[config.mk]
export PLATFORM = sky130hd
export DESIGN_NAME = clipped_sprite_blit_color_key
export DESIGN_NICKNAME = d
export VERILOG_FILES = /design/src/rtl/csb_pkg.sv /design/src/rtl/csb_addr_gen.sv /design/src/rtl/csb_engine.sv /design/src/rtl/clipped_sprite_blit_color_key.sv
export SDC_FILE = /design/constraint.sdc
export NUM_CORES = 1
export LEC_CHECK = 0
export BUFFER_PORTS_ARGS = -buffer_cell sky130_fd_sc_hd__buf_2
export CAP_MARGIN = 20
export CORE_UTILIZATION = 56
export CTS_CLUSTER_DIAMETER = 50
export DETAILED_ROUTE_END_ITERATION = 10
export MAX_ROUTING_LAYER = met4
export PLACE_DENSITY_LB_ADDON = 0.05
export SYNTH_ARGS = -nofsm -noshare
export SYNTH_HDL_FRONTEND = slang
export SYNTH_SLANG_ARGS = --single-unit
[constraint.sdc]
create_clock -name clk -period 7.4 [get_ports clk]
set_input_delay 0.37 -clock clk [delete_from_list [all_inputs] [get_ports clk]]
set_output_delay 0.37 -clock clk [all_outputs]
set_load 0.02 [all_outputs]
[src/rtl/csb_pkg.sv]
// Shared types, constants and the body base table of the sprite blitter.
`default_nettype none

package csb_pkg;

  // Opcodes of an input word.
  localparam logic OP_START = 1'b0;
  localparam logic OP_PIXEL = 1'b1;

  // Configuration register indexes.
  localparam logic [1:0] REG_HEAD_BASE    = 2'd0;
  localparam logic [1:0] REG_SPRITE_WIDTH = 2'd1;
  localparam logic [1:0] REG_FRAME_INDEX  = 2'd2;

  localparam int CFG_DATA_W = 18;

  // Source rows below this limit come from the head graphics.
  localparam logic [7:0] HEAD_ROWS = 8'd10;
  // Number of body animation frames in use.
  localparam int FRAME_COUNT = 16;

  // Graphics window base added to every source offset.
  localparam logic [18:0] WIN_BASE = 19'h1FFFF;
  // Transparent pixel value.
  localparam logic [7:0] KEY_COLOR = 8'hFF;

  localparam logic [17:0] BODY_BASE [16] = '{
    18'd61628,  18'd61108,  18'd61628,  18'd62108,
    18'd63548,  18'd62588,  18'd63548,  18'd63088,
    18'd183853, 18'd182893, 18'd183853, 18'd183393,
    18'd181933, 18'd181413, 18'd181933, 18'd182413
  };

  typedef struct packed {
    logic [17:0] head_base;
    logic [5:0]  sprite_width;
    logic [3:0]  frame_index;
  } csb_cfg_t;

  typedef struct packed {
    logic        opcode;
    logic [5:0]  clip_width;
    logic [7:0]  clip_height;
    logic [7:0]  dest_col;
    logic [7:0]  src_col;
    logic [7:0]  dest_row;
    logic [7:0]  src_row;
    logic [19:0] dest_base;
    logic [7:0]  dest_stride;
    logic [7:0]  pixel;
  } csb_item_t;

  typedef struct packed {
    logic [18:0] src_addr;
    logic [19:0] dst_addr;
  } csb_start_t;

  typedef struct packed {
    logic        fetch_valid;
    logic [18:0] fetch_addr;
    logic        write_enable;
    logic [19:0] write_addr;
    logic [7:0]  write_data;
    logic        done_res;
  } csb_result_t;

  // Body graphics base for a frame; frames past the last one use the last entry.
  function automatic logic [17:0] body_base(input logic [3:0] frame);
    logic [3:0] f;
    f = (int'(frame) >= FRAME_COUNT) ? 4'(FRAME_COUNT - 1) : frame;
    return BODY_BASE[f];
  endfunction

endpackage

`default_nettype wire

[src/rtl/csb_addr_gen.sv]
// First source fetch address and first destination address of a draw.
`default_nettype none

module csb_addr_gen
  import csb_pkg::*;
(
  input  csb_cfg_t   cfg,
  input  csb_item_t  item,
  output csb_start_t start
);

  logic        in_body;
  logic [7:0]  row_sel;
  logic [17:0] src_base;
  logic [13:0] row_prod;
  logic [15:0] dst_prod;
  logic [16:0] dst_cols;

  assign in_body  = (item.src_row >= HEAD_ROWS);
  assign row_sel  = in_body ? (item.src_row - HEAD_ROWS) : item.src_row;
  assign src_base = in_body ? body_base(cfg.frame_index) : cfg.head_base;
  assign row_prod = row_sel * cfg.sprite_width;

  assign start.src_addr = 19'(src_base) + 19'({row_prod, 2'b00})
                        + 19'({item.src_col, 2'b00}) + WIN_BASE;

  assign dst_prod = item.dest_row * item.dest_stride;
  assign dst_cols = 17'(dst_prod) + 17'(item.dest_col);
  assign start.dst_addr = item.dest_base + 20'({dst_cols, 2'b00});

endmodule

`default_nettype wire

[src/rtl/csb_engine.sv]
// Draw state and per-word result logic of the sprite blitter.
`default_nettype none

module csb_engine
  import csb_pkg::*;
(
  input  logic        clk,
  input  logic        rst_n,
  input  logic        step_en,
  input  csb_item_t   item,
  input  csb_cfg_t    cfg,
  output csb_result_t res
);

  logic        busy_r, busy_nxt;
  logic [7:0]  col_r, col_nxt;
  logic [7:0]  row_r, row_nxt;
  logic [7:0]  src_row_r, src_row_nxt;
  logic [18:0] row_src_r, row_src_nxt;
  logic [18:0] cur_src_r, cur_src_nxt;
  logic [19:0] row_dst_r, row_dst_nxt;
  logic [19:0] cur_dst_r, cur_dst_nxt;
  logic [5:0]  geo_cw_r, geo_cw_nxt;
  logic [7:0]  geo_ch_r, geo_ch_nxt;
  logic [7:0]  geo_scol_r, geo_scol_nxt;
  logic [7:0]  geo_stride_r, geo_stride_nxt;

  csb_start_t  start;
  logic [7:0]  col_inc, row_inc, src_row_inc;
  logic [18:0] body_row_addr, step_src_addr;
  logic [19:0] step_dst_addr;

  csb_addr_gen u_addr_gen (
    .cfg   (cfg),
    .item  (item),
    .start (start)
  );

  assign col_inc     = col_r + 8'd1;
  assign row_inc     = row_r + 8'd1;
  assign src_row_inc = (src_row_r == 8'hFF) ? src_row_r : src_row_r + 8'd1;
  assign body_row_addr = 19'(body_base(cfg.frame_index)) + 19'({geo_scol_r, 2'b00}) + WIN_BASE;
  assign step_src_addr = (src_row_inc == HEAD_ROWS) ? body_row_addr
                       : row_src_r + 19'({cfg.sprite_width, 2'b00});
  assign step_dst_addr = row_dst_r + 20'({geo_stride_r, 2'b00});

  always_comb begin
    busy_nxt       = busy_r;
    col_nxt        = col_r;
    row_nxt        = row_r;
    src_row_nxt    = src_row_r;
    row_src_nxt    = row_src_r;
    cur_src_nxt    = cur_src_r;
    row_dst_nxt    = row_dst_r;
    cur_dst_nxt    = cur_dst_r;
    geo_cw_nxt     = geo_cw_r;
    geo_ch_nxt     = geo_ch_r;
    geo_scol_nxt   = geo_scol_r;
    geo_stride_nxt = geo_stride_r;
    res            = '0;

    if (item.opcode == OP_START) begin
      geo_cw_nxt     = item.clip_width;
      geo_ch_nxt     = item.clip_height;
      geo_scol_nxt   = item.src_col;
      geo_stride_nxt = item.dest_stride;
      row_src_nxt    = start.src_addr;
      cur_src_nxt    = start.src_addr;
      row_dst_nxt    = start.dst_addr;
      cur_dst_nxt    = start.dst_addr;
      src_row_nxt    = item.src_row;
      col_nxt        = '0;
      row_nxt        = '0;
      if (item.clip_width == '0 || item.clip_height == '0) begin
        busy_nxt     = 1'b0;
        res.done_res = 1'b1;
      end else begin
        busy_nxt        = 1'b1;
        res.fetch_valid = 1'b1;
        res.fetch_addr  = start.src_addr;
      end
    end else if (busy_r) begin
      res.write_addr   = cur_dst_r;
      res.write_data   = item.pixel;
      res.write_enable = (item.pixel != KEY_COLOR);
      if (col_inc >= {geo_cw_r, 2'b00}) begin
        // Last pixel of the row: step both row pointers.
        col_nxt     = '0;
        row_nxt     = row_inc;
        src_row_nxt = src_row_inc;
        row_src_nxt = step_src_addr;
        row_dst_nxt = step_dst_addr;
        cur_src_nxt = step_src_addr;
        cur_dst_nxt = step_dst_addr;
        if (row_inc >= geo_ch_r) begin
          busy_nxt     = 1'b0;
          res.done_res = 1'b1;
        end else begin
          res.fetch_valid = 1'b1;
          res.fetch_addr  = step_src_addr;
        end
      end else begin
        col_nxt         = col_inc;
        cur_src_nxt     = cur_src_r + 19'd1;
        cur_dst_nxt     = cur_dst_r + 20'd1;
        res.fetch_valid = 1'b1;
        res.fetch_addr  = cur_src_r + 19'd1;
      end
    end
  end

  always_ff @(posedge clk) begin
    if (!rst_n) begin
      busy_r       <= 1'b0;
      col_r        <= '0;
      row_r        <= '0;
      src_row_r    <= '0;
      row_src_r    <= '0;
      cur_src_r    <= '0;
      row_dst_r    <= '0;
      cur_dst_r    <= '0;
      geo_cw_r     <= '0;
      geo_ch_r     <= '0;
      geo_scol_r   <= '0;
      geo_stride_r <= '0;
    end else if (step_en) begin
      busy_r       <= busy_nxt;
      col_r        <= col_nxt;
      row_r        <= row_nxt;
      src_row_r    <= src_row_nxt;
      row_src_r    <= row_src_nxt;
      cur_src_r    <= cur_src_nxt;
      row_dst_r    <= row_dst_nxt;
      cur_dst_r    <= cur_dst_nxt;
      geo_cw_r     <= geo_cw_nxt;
      geo_ch_r     <= geo_ch_nxt;
      geo_scol_r   <= geo_scol_nxt;
      geo_stride_r <= geo_stride_nxt;
    end
  end

  a_fetch_or_done: assert property (@(posedge clk) disable iff (!rst_n)
    step_en |-> !(res.fetch_valid && res.done_res))
    else $error("fetch and done reported in the same result");

  a_key_not_written: assert property (@(posedge clk) disable iff (!rst_n)
    step_en && res.write_enable |-> res.write_data != KEY_COLOR)
    else $error("transparent pixel written");

  a_done_ends_draw: assert property (@(posedge clk) disable iff (!rst_n)
    step_en && res.done_res |=> !busy_r)
    else $error("draw still busy after done");

  a_fetch_keeps_busy: assert property (@(posedge clk) disable iff (!rst_n)
    step_en && res.fetch_valid |=> busy_r)
    else $error("fetch issued but draw not busy");

  a_idle_pixel_quiet: assert property (@(posedge clk) disable iff (!rst_n)
    step_en && item.opcode == OP_PIXEL && !busy_r |-> res == '0)
    else $error("pixel while idle gave a non-empty result");

endmodule

`default_nettype wire

[src/rtl/clipped_sprite_blit_color_key.sv]
// Top level of the clipped sprite blitter with color key.
`default_nettype none

// Channel   Direction  Handshake              Payload
// in_       input      in_valid / in_stall    opcode, geometry fields, pixel
// out_      output     out_valid / out_stall  fetch, write and done fields
// cfg_      input      cfg_write_en           cfg_index, cfg_data
//
// Every input word gives exactly one result word. A word is held in an input
// register and its result is registered in the output register when the word
// advances. The block takes one word per cycle while out_stall is low, and
// the draw counters update once per word.
// Reset is synchronous and active low; it clears the draw state, the
// configuration registers and both valid flags.
// A stall on the output holds the result and backs up into in_stall, which
// is high only while the input register is full and cannot move on.

module clipped_sprite_blit_color_key
  import csb_pkg::*;
(
  input  wire logic                  clk,
  input  wire logic                  rst_n,

  input  wire logic                  in_valid,
  output logic                       in_stall,
  input  wire logic                  in_opcode,
  input  wire logic [5:0]            in_clip_width,
  input  wire logic [7:0]            in_clip_height,
  input  wire logic [7:0]            in_dest_col,
  input  wire logic [7:0]            in_src_col,
  input  wire logic [7:0]            in_dest_row,
  input  wire logic [7:0]            in_src_row,
  input  wire logic [19:0]           in_dest_base,
  input  wire logic [7:0]            in_dest_stride,
  input  wire logic [7:0]            in_pixel,

  output logic                       out_valid,
  input  wire logic                  out_stall,
  output logic                       out_fetch_valid,
  output logic [18:0]                out_fetch_addr,
  output logic                       out_write_enable,
  output logic [19:0]                out_write_addr,
  output logic [7:0]                 out_write_data,
  output logic                       out_done_res,

  input  wire logic                  cfg_write_en,
  input  wire logic [1:0]            cfg_index,
  input  wire logic [CFG_DATA_W-1:0] cfg_data
);

  csb_cfg_t    cfg_r;
  csb_item_t   item_r;
  logic        item_valid_r;
  csb_result_t res;
  csb_result_t res_r;
  logic        out_valid_r;
  logic        advance;
  logic        in_take;

  // The held word moves on whenever the output register is free or draining.
  assign advance  = item_valid_r && (!out_valid_r || !out_stall);
  assign in_stall = item_valid_r && !advance;
  assign in_take  = in_valid && !in_stall;

  // Configuration registers. The user writes them only while no word is in
  // flight (not enforced by the block); an open draw then uses the new values.
  always_ff @(posedge clk) begin
    if (!rst_n) begin
      cfg_r <= '0;
    end else if (cfg_write_en) begin
      unique case (cfg_index)
        REG_HEAD_BASE:    cfg_r.head_base    <= cfg_data[17:0];
        REG_SPRITE_WIDTH: cfg_r.sprite_width <= cfg_data[5:0];
        REG_FRAME_INDEX:  cfg_r.frame_index  <= cfg_data[3:0];
        default: ;
      endcase
    end
  end

  // Input register.
  always_ff @(posedge clk) begin
    if (!rst_n) begin
      item_valid_r <= 1'b0;
    end else if (in_take) begin
      item_valid_r <= 1'b1;
    end else if (advance) begin
      item_valid_r <= 1'b0;
    end
  end

  always_ff @(posedge clk) begin
    if (in_take) begin
      item_r.opcode      <= in_opcode;
      item_r.clip_width  <= in_clip_width;
      item_r.clip_height <= in_clip_height;
      item_r.dest_col    <= in_dest_col;
      item_r.src_col     <= in_src_col;
      item_r.dest_row    <= in_dest_row;
      item_r.src_row     <= in_src_row;
      item_r.dest_base   <= in_dest_base;
      item_r.dest_stride <= in_dest_stride;
      item_r.pixel       <= in_pixel;
    end
  end

  // Draw state and result logic; it steps once for each word that advances.
  csb_engine u_engine (
    .clk     (clk),
    .rst_n   (rst_n),
    .step_en (advance),
    .item    (item_r),
    .cfg     (cfg_r),
    .res     (res)
  );

  // Output register.
  always_ff @(posedge clk) begin
    if (!rst_n) begin
      out_valid_r <= 1'b0;
    end else if (advance) begin
      out_valid_r <= 1'b1;
    end else if (!out_stall) begin
      out_valid_r <= 1'b0;
    end
  end

  always_ff @(posedge clk) begin
    if (advance) begin
      res_r <= res;
    end
  end

  assign out_valid        = out_valid_r;
  assign out_fetch_valid  = res_r.fetch_valid;
  assign out_fetch_addr   = res_r.fetch_addr;
  assign out_write_enable = res_r.write_enable;
  assign out_write_addr   = res_r.write_addr;
  assign out_write_data   = res_r.write_data;
  assign out_done_res     = res_r.done_res;

endmodule

`default_nettype wire
==> flow_metrics.env, run 1 <==
export IMPL_arrival_ns=7.31
export IMPL_drc=21
export IMPL_dpl_hpwl_mm=40.65
export IMPL_yosysWarnings=0
export IMPL_async_reset_ff_share_pct=0
export IMPL_placed_area_mm2=0.02161
export IMPL_hold_violations=0
export IMPL_hold_slack_ns=0.04590
export IMPL_synth_seq_cells=296
export IMPL_synthesis_area_mm2=0.02033
export IMPL_die_h_um=192.6
export IMPL_grt_first_pass_wirelength_mm=89.17
export IMPL_htreeDepth=2
export IMPL_viasPerCell=5.842
export IMPL_drt_total_wl_mm=57.04
export IMPL_grt_util_all_layers_pct=32.10
export IMPL_setup_violations=0
export IMPL_status="complete, but fails checks"
export IMPL_syn_avg_cell_area_um2=8.946
export IMPL_wire_per_inst_um=19.08
export IMPL_clk_latency_ns=0.57
export IMPL_drive_above_1_share_pct=12.15
export IMPL_final_util_pct=67.06
export IMPL_synth_largest_area_cell="edfxtp_1"
export IMPL_worst_hold_startpoint="cfg_data[16]"
export IMPL_crit_buf_inv=4
export IMPL_ys_seq_area_share_pct=35.69
export IMPL_fin_nets=2856
export IMPL_syn_inst=2273
export IMPL_via_count=17470
export IMPL_core_area_mm2=0.03566
export IMPL_nFillCells=2879
export IMPL_io_pins=160
export IMPL_dp_cells=2826
export IMPL_cts_buffers=40
export IMPL_design_area_mm2=0.02391
export IMPL_worst_pin_slew_ns=1.140
export IMPL_path_delay_family="adder cells"
export IMPL_cts_tree="yes"
export IMPL_cpPeakStageDelay_ns=0.54
export IMPL_synth_nets=2634
export IMPL_grt_max_degree=84
export IMPL_slew_violations=0
export IMPL_drt_iter0_drc=1326
export IMPL_peakVddDrop_uv=227.4
export IMPL_finalClockSkew_ns=0.02165
export IMPL_cts_buffer_depth=3
export IMPL_worst_slack_ns=0.3755
export IMPL_dp_slack_ns=0.1158
export IMPL_min_period_ns=7.024
export IMPL_endpoint_kind="flip-flop"
export IMPL_detail_route_antenna_nets=0
export IMPL_maxCapViolCount=0
export IMPL_rr_startpoint="item_r[41]"
export IMPL_grt_pass1_vias=16800
export IMPL_die_area_mm2=0.03708
export IMPL_fin_crit_sh_pct=94.93
export IMPL_numClockSinks=296
export IMPL_area_growth_pct=17.60
export IMPL_cp_startpoint="item_r[41]"
export IMPL_p_leak_nw=10.43
export IMPL_antenna_found_initial=2
export IMPL_cts_root_buffer="clkbuf_16"
export IMPL_start_util_pct=57.03
export IMPL_synth_area_leaders="edfxtp_1 20%, dfxtp_1 16%, ha_1 11%"
export IMPL_required_ns=7.68
export IMPL_crit_top_cell="ha_1"
export IMPL_synth_common_cells="282 x nand2_1, 204 x inv_1, 197 x a21oi_1, 172 x ha_1, 163 x dfxtp_1"
export IMPL_overflow=0
export IMPL_violations="design-rule violations"
export IMPL_ys_flop_type="dfxtp_1"
export IMPL_synth_most_common_cell="nand2_1"
export IMPL_total_power_mw=6.417
export IMPL_rows=69
export IMPL_hp_class="in2reg"
export IMPL_powerDensity_mw_per_mm2=268.4
export IMPL_ys_types=78
export IMPL_gp_congestion=0.9258
export IMPL_crit_slowest_cell="fa_1"
export IMPL_synth_top_cell_area_share_pct=19.64
export IMPL_slew_headroom_pct=23.71
export IMPL_finalSetupTns_ns=0
export IMPL_fmax_mhz=142.4
export IMPL_cp_max_fo=5
export IMPL_port_buffers=159
export IMPL_start_kind="flip-flop"
export IMPL_synth_edf_count=133
export IMPL_instances_no_fill=2990
export IMPL_clk_pin_slew_worst_paths_ns=0.06
export IMPL_path_class="reg2reg"
export IMPL_drt_pass1_iterations=8
export IMPL_die_x_um=192.6
==> worst paths after layout <==
path              cells after the start               endpoint  slack, ns
setup / recovery                     29     out_fetch_addr[17]       0.38
hold / removal                        3              cfg_r[26]       0.05
setup reg to reg                     29     out_fetch_addr[17]       0.38
hold reg to reg                       2  u_engine.row_dst_r[1]       0.45
==> kinds of logic (layout without fill, tap and decap cells) <==
kind of cell               Yosys count  count (layout)  synth area share [%]
and+or+nand+nor                    738             738                 17.14
AOI/OAI and AO/OA                  538             538                 16.44
xor gates and xnor gates           118             118                 5.083
DFF                                296             296                 35.69
other                                0               2                     0
buffers and inverters              300             554                 5.587
adders and majority gates          253             253                 18.56
muxes                               30              30                 1.495
==> worst register-to-register path, delay by kind of cell, from the launching register on <==
kind / cells / cell delay [ns]
simple gates: 4 / 0.69
compound gates: 11 / 1.94
xor+xnor: 3 / 0.65
buf+inv: 4 / 0.30
fa+ha+maj: 7 / 2.72
flops: 1 / 0.43
==> repair_timing <==
action	CTS	global route
hold buffers	82	0
resized for setup	0	13
setup endpoints to repair	0	11
hold endpoints to repair	82	0
buffers inserted	0	4
==> flip-flops by register name (all words and copies together) (netlist names), 6 cells and up, named ones only <==
signal                 count
cfg_r                     28
item_r                    83
out_fetch_addr            19
out_write_addr            20
out_write_data             8
u_engine.col_r             8
u_engine.cur_dst_r        20
u_engine.cur_src_r        19
u_engine.geo_ch_r          8
u_engine.geo_cw_r          6
u_engine.geo_scol_r        8
u_engine.geo_stride_r      8
u_engine.row_dst_r        20
u_engine.row_r             8
u_engine.row_src_r        19
u_engine.src_row_r         7
==> cells in the final DEF (no fill, tap or decap), types with 8 or more instances in the layout <==
cell             n
dfxtp_1        163
nor2b_1         28
fa_1            81
xnor2_1         71
inv_1          204
nor4_1           9
o21a_1          20
buf_4           32
a21oi_1        189
o22ai_1         15
nor3_1          40
clkbuf_16       41
edfxtp_1       133
or3_1           10
o31ai_1          9
a31oi_1         28
a21o_1          33
buf_2          159
and2_1          55
o21ai_0        113
mux2i_1         27
a211oi_1        20
nand4_1         19
dlygate4sd3_1   82
xor2_1          45
ha_1           172
nand3_1         54
nor2_1         148
nand2_1        281
o21bai_1        13
o211ai_1        13
and3_1          47
o221a_2          8
nand3b_1         8
==> per-layer routing <==
| layer | routed length (µm) | share of wire [%] | vias to the layer above | track usage [%] |
|---|---|---|---|---|
| li1 | - | - | 8410 | - |
| met1 | 25900 | 45 | 8302 | 43.44 |
| met2 | 25380 | 45 | 644 | 48.63 |
| met3 | 4078 | 7.1 | 111 | 5.437 |
| met4 | 1671 | 2.9 | 0 | 10.99 |
| met5 | 0 | 0 | - | - |
==> power by group <==
| part | total [mW] | internal [mW] | switching [mW] |
|---|---|---|---|
| Sequential | 1.91 | 1.82 | 0.0891 |
| Clock | 1.97 | 1.16 | 0.809 |
| Combinational | 2.54 | 1.02 | 1.52 |
| Total | 6.42 | 4.00 | 2.42 |
==> layout make-up <==
type | count | area, µm² | area share, %
clock buffer | 50 | 1100 | 4.599
tap | 461 | 576.8 | 2.412
timing repair buffer | 274 | 1884 | 7.880
multi-input combinational | 1677 | 12050 | 50.39
clock inverter | 24 | 265.3 | 1.109
inverter | 206 | 773.2 | 3.234
antenna | 2 | 5.005 | 0.02093
sequential | 296 | 7257 | 30.35
Power figures use the tool's default switching activity.
==> run 2, diff against run 1 <==
--- a/config.mk
+++ b/config.mk
@@ -7,7 +7,7 @@
 export LEC_CHECK = 0
 export BUFFER_PORTS_ARGS = -buffer_cell sky130_fd_sc_hd__buf_2
 export CAP_MARGIN = 20
-export CORE_UTILIZATION = 56
+export CORE_UTILIZATION = 66
 export CTS_CLUSTER_DIAMETER = 50
 export DETAILED_ROUTE_END_ITERATION = 10
 export MAX_ROUTING_LAYER = met4
==> constraint.sdc (replaced) <==
create_clock -name clk -period 9.13 [get_ports clk]
set_input_delay 0.4565 -clock clk [delete_from_list [all_inputs] [get_ports clk]]
set_output_delay 0.4565 -clock clk [all_outputs]
set_load 0.02 [all_outputs]
==> run 2 against run 1 <==
The flow now finishes without violations. Sequential share of layout area up 1.7 points. Non-clock buffer count down 99. Count of clock-buffer cells in the layout down 6. Largest cell class unchanged.
==> flow_metrics.env, run 2 (same netlist as run 1, synthesis figures left out) <==
export IMPL_multi_input_area_mm2=0.01199
export IMPL_ff_latch_area_mm2=0.007257
export IMPL_rsz0062_at_grt="no"
export IMPL_cp_max_fo=20
export IMPL_powerDensity_mw_per_mm2=223.9
export IMPL_dp_slack_ns=1.214
export IMPL_grt_first_pass_wirelength_mm=85.44
export IMPL_top_register="item_r"
export IMPL_antenna_cells=0
export IMPL_worst_pin_slew_ns=1.127
export IMPL_fin_crit_sh_pct=88.04
export IMPL_start_util_pct=67.88
export IMPL_ctsResizeCount=0
export IMPL_via_count=17380
export IMPL_cts_tree="yes"
export IMPL_finalClockSkew_ns=0.01827
export IMPL_drt_iter0_drc=1859
export IMPL_fmax_mhz=124.4
export IMPL_htreeDepth=2
export IMPL_endpoint_kind="flip-flop"
export IMPL_fin_nets=2754
export IMPL_clk_pin_slew_worst_paths_ns=0.06
export IMPL_drt_pass1_iterations=5
export IMPL_layout_common_cells="282 x nand2_1, 204 x inv_1, 195 x a21oi_1"
export IMPL_p_leak_nw=9.938
export IMPL_port_buffers=159
export IMPL_setup_violations=0
export IMPL_total_power_mw=5.076
export IMPL_hold_violations=0
export IMPL_wire_per_inst_um=19.39
export IMPL_slew_headroom_pct=23.89
export IMPL_largest_registers="item_r (83), cfg_r (28)"
export IMPL_nFillCells=2167
export IMPL_area_growth_pct=11.50
export IMPL_antenna_found_initial=0
export IMPL_status="finished clean"
export IMPL_dpl_hpwl_mm=39.93
export IMPL_crit_slowest_cell="nor4_1"
export IMPL_overflow=0
export IMPL_drt_total_wl_mm=54.51
export IMPL_grt_util_all_layers_pct=35.77
export IMPL_rows=63
export IMPL_gp_congestion=1.071
export IMPL_cts_root_buffer="clkbuf_16"
export IMPL_arrival_ns=8.46
export IMPL_drc=0
export IMPL_required_ns=9.55
export IMPL_io_pins=160
export IMPL_viasPerCell=6.182
export IMPL_slew_violations=0
export IMPL_cts_buffer_depth=3
export IMPL_clk_latency_ns=0.53
export IMPL_min_period_ns=8.038
export IMPL_largest_reg_flops=83
export IMPL_core_area_mm2=0.02995
export IMPL_grt_max_degree=92
export IMPL_drive_above_1_share_pct=11.44
export IMPL_die_h_um=177.5
export IMPL_hp_class="in2reg"
export IMPL_cts_buffers=37
export IMPL_grt_pass1_vias=16710
export IMPL_die_x_um=177.5
export IMPL_peakVddDrop_uv=201.1
export IMPL_detail_route_antenna_nets=0
export IMPL_design_area_mm2=0.02267
export IMPL_maxCapViolCount=0
export IMPL_path_class="reg2reg"
export IMPL_cts_hold_buf=0
export IMPL_finalSetupTns_ns=0
export IMPL_start_kind="flip-flop"
export IMPL_die_area_mm2=0.03151
export IMPL_final_common_cell="nand2_1"
export IMPL_post_cts_buffers=0
export IMPL_numClockSinks=296
export IMPL_worst_slack_ns=1.092
export IMPL_placed_area_mm2=0.02143
export IMPL_cpPeakStageDelay_ns=0.55
[run 2: final timing paths]
check	slack, ns	to	cells after the start	from
max	1.09	u_engine.cur_src_r[18]	28	item_r[40]
min	0.1	item_r[68]	1	in_clip_height[0]
max reg2reg	1.09	u_engine.cur_src_r[18]	28	item_r[40]
min reg2reg	0.45	u_engine.geo_scol_r[5]	2	u_engine.geo_scol_r[5]
[run 2: layer usage]
layer	global-route usage, %	share of wire (%)	vias up	wire length (µm)
met5	-	0	-	0
met4	11.61	2.9	0	1607
met3	5.441	8.1	116	4420
met2	55.50	45	750	24630
met1	48.06	44	8341	23850
li1	-	-	8171	-
[run 2: area by class of cell]
cell class / instances / share of cell area [%]
Multi-Input combinational cell: 1677 / 52.90
Clock inverter: 23 / 1.115
Inverter: 206 / 3.411
Sequential cell: 296 / 32.01
Tap cell: 390 / 2.152
Timing Repair Buffer: 175 / 4.040
Clock buffer: 44 / 4.376
[run 2: where the power goes]
group          total [mW]  internal [mW]  switching, mW
logic                2.05          0.800           1.25
registers            1.55           1.47         0.0739
clock network        1.48          0.881          0.603
total                5.08           3.15           1.92
[run 2: through the flow]
stage	hold slack (ns)	instances	util [%]
2_1_floorplan	0.4332	2273	-
3_3_place_gp	0.4423	2744	71.53
3_5_place_dp	0.4479	2744	71.53
4_1_cts	0.08610	2811	75.69
5_1_grt	0.08503	2811	75.69
6_report	0.09500	2811	75.69
[run 2: critical path: cells and delay by family, from the launching register on]
kind | cells | cell delay [ns]
adder cells (fa/ha/maj) | 7 | 2.65
buffers and inverters | 4 | 0.21
flip-flops | 1 | 0.48
AND/OR/NAND/NOR | 5 | 1.70
XOR/XNOR | 1 | 0.16
AO/OA/AOI/OAI | 11 | 2.70
==> run 3, diff against run 2 <==
==> constraint.sdc (replaced) <==
create_clock -name clk -period 10.35 [get_ports clk]
set_input_delay 1.5525 -clock clk [delete_from_list [all_inputs] [get_ports clk]]
set_output_delay 1.5525 -clock clk [all_outputs]
set_load 0.02 [all_outputs]
==> run 3 against run 2 <==
Via count unchanged. Clock skew shrank 0.0033 ns. Critical path depth increased by 1.
==> flow_metrics.env, run 3 (same netlist as run 1, synthesis figures left out) <==
export IMPL_fin_crit_sh_pct=77.91
export IMPL_cts_tree="yes"
export IMPL_overflow=0
export IMPL_die_h_um=177.5
export IMPL_clk_pin_slew_worst_paths_ns=0.06
export IMPL_dpl_hpwl_mm=39.34
export IMPL_grt_max_degree=91
export IMPL_fmax_mhz=124.0
export IMPL_dr_wl_met3_mm=5.110
export IMPL_drt_iter0_drc=1738
export IMPL_met2_length_mm=24.43
export IMPL_r2r_end="u_engine.cur_src_r[18]"
export IMPL_cts_buffer_depth=3
export IMPL_finalSetupTns_ns=0
export IMPL_cp_max_fo=11
export IMPL_final_common_cell="nand2_1"
export IMPL_cts_buffers=37
export IMPL_worstRegToRegCells=29
export IMPL_port_buffers=159
export IMPL_cts_hold_buf=0
export IMPL_top_register="item_r"
export IMPL_path_class="reg2reg"
export IMPL_rsz0062_at_grt="no"
export IMPL_fin_nets=2756
export IMPL_dp_slack_ns=2.362
export IMPL_grt_util_all_layers_pct=35.65
export IMPL_area_growth_pct=11.91
export IMPL_slew_violations=0
export IMPL_wl_met1_mm=23.14
export IMPL_rows=63
export IMPL_core_area_mm2=0.02995
export IMPL_rr_startpoint="item_r[41]"
export IMPL_grt_first_pass_wirelength_mm=85.38
export IMPL_largest_registers="item_r (83), cfg_r (28)"
export IMPL_worst_hold_startpoint="u_engine.geo_cw_r[2]"
export IMPL_endpoint_kind="flip-flop"
export IMPL_drive_above_1_share_pct=11.40
export IMPL_total_power_mw=4.514
export IMPL_reg2reg_slack_ns=2.29
export IMPL_crit_slowest_cell="nor4_1"
export IMPL_start_util_pct=67.88
export IMPL_hold_path_depth=2
export IMPL_status="finished clean"
export IMPL_wire_per_inst_um=19.23
export IMPL_worst_slack_ns=2.286
export IMPL_instances_no_fill=2815
export IMPL_required_ns=10.77
export IMPL_top_layer_used="met4"
export IMPL_min_to="u_engine.geo_cw_r[2]"
export IMPL_min_period_ns=8.064
export IMPL_finalClockSkew_ns=0.01500
export IMPL_hp_class="reg2reg"
export IMPL_peakVddDrop_uv=224.2
export IMPL_gp_congestion=1.068
export IMPL_post_cts_buffers=0
export IMPL_die_area_mm2=0.03151
export IMPL_dp_cells=2744
export IMPL_antenna_found_initial=3
export IMPL_ctsResizeCount=0
export IMPL_die_x_um=177.5
export IMPL_clk_latency_ns=0.52
export IMPL_cts_root_buffer="clkbuf_16"
export IMPL_numClockSinks=296
export IMPL_viasPerCell=6.173
export IMPL_setup_violations=0
export IMPL_grt_pass1_vias=16610
export IMPL_powerDensity_mw_per_mm2=198.4
export IMPL_hold_violations=0
export IMPL_p_leak_nw=9.971
export IMPL_drc=0
export IMPL_layout_common_cells="282 x nand2_1, 204 x inv_1, 195 x a21oi_1"
export IMPL_drt_total_wl_mm=54.14
export IMPL_via_count=17380
export IMPL_largest_reg_flops=83
export IMPL_arrival_ns=8.48
export IMPL_cpPeakStageDelay_ns=0.56
export IMPL_maxCapViolCount=0
export IMPL_hold_slack_ns=0.4533
export IMPL_worst_pin_slew_ns=1.037
export IMPL_detail_route_antenna_nets=0
export IMPL_start_kind="flip-flop"
export IMPL_drt_pass1_iterations=5
export IMPL_htreeDepth=2
export IMPL_io_pins=160
export IMPL_slew_headroom_pct=29.98
==> run 3: worst max-delay path by stage <==
stage                                   to       start  cells after the start
finish              u_engine.cur_src_r[18]  item_r[41]                     29
global route        u_engine.cur_src_r[18]  item_r[41]                     28
CTS                 u_engine.cur_src_r[18]  item_r[41]                     29
detailed placement  u_engine.cur_src_r[18]  item_r[41]                     29
global placement        out_fetch_addr[17]  item_r[41]                     28
floorplan               out_fetch_addr[17]  item_r[41]                     27
==> run 3: cell type report <==
type                            instances  area [µm²]
Sequential cell                       296        7257
Antenna cell                            3       7.507
Clock inverter                         18       246.5
Clock buffer                           48        1039
Tap cell                              390       488.0
Timing Repair Buffer                  177       950.9
Multi-Input combinational cell       1677       11990
Fill cell                            2140        7199
Inverter                              206       773.2
==> run 3: critical path: cells and delay by family (launching register included) <==
kind | cells | cell delay (ns)
DFF | 1 | 0.46
adders and majority gates | 7 | 2.76
AOI/OAI and AO/OA | 10 | 2.22
buffers and inverters | 4 | 0.18
and+or+nand+nor | 6 | 1.68
xor gates and xnor gates | 2 | 0.65
==> run 3: report_power, final <==
part	internal [mW]	switching, mW	total, mW
clock	0.837	0.512	1.35
combinational	0.706	1.10	1.80
sequential	1.30	0.0644	1.36
total	2.84	1.67	4.51
==> run 3: metal layers <==
layer | vias up | GRT usage (%)
met2 | 796 | 56.23
met5 | - | -
met4 | 0 | 11.00
met3 | 112 | 7.262
met1 | 8295 | 46.13
li1 | 8175 | -
==> run 3: through the flow <==
step / utilization, % / instance area [µm²]
CTS: 75.82 / 22710
global placement: 71.53 / 21430
finish: 75.96 / 22750
floorplan: - / 20330
global route: 75.96 / 22750
detailed placement: 71.53 / 21430
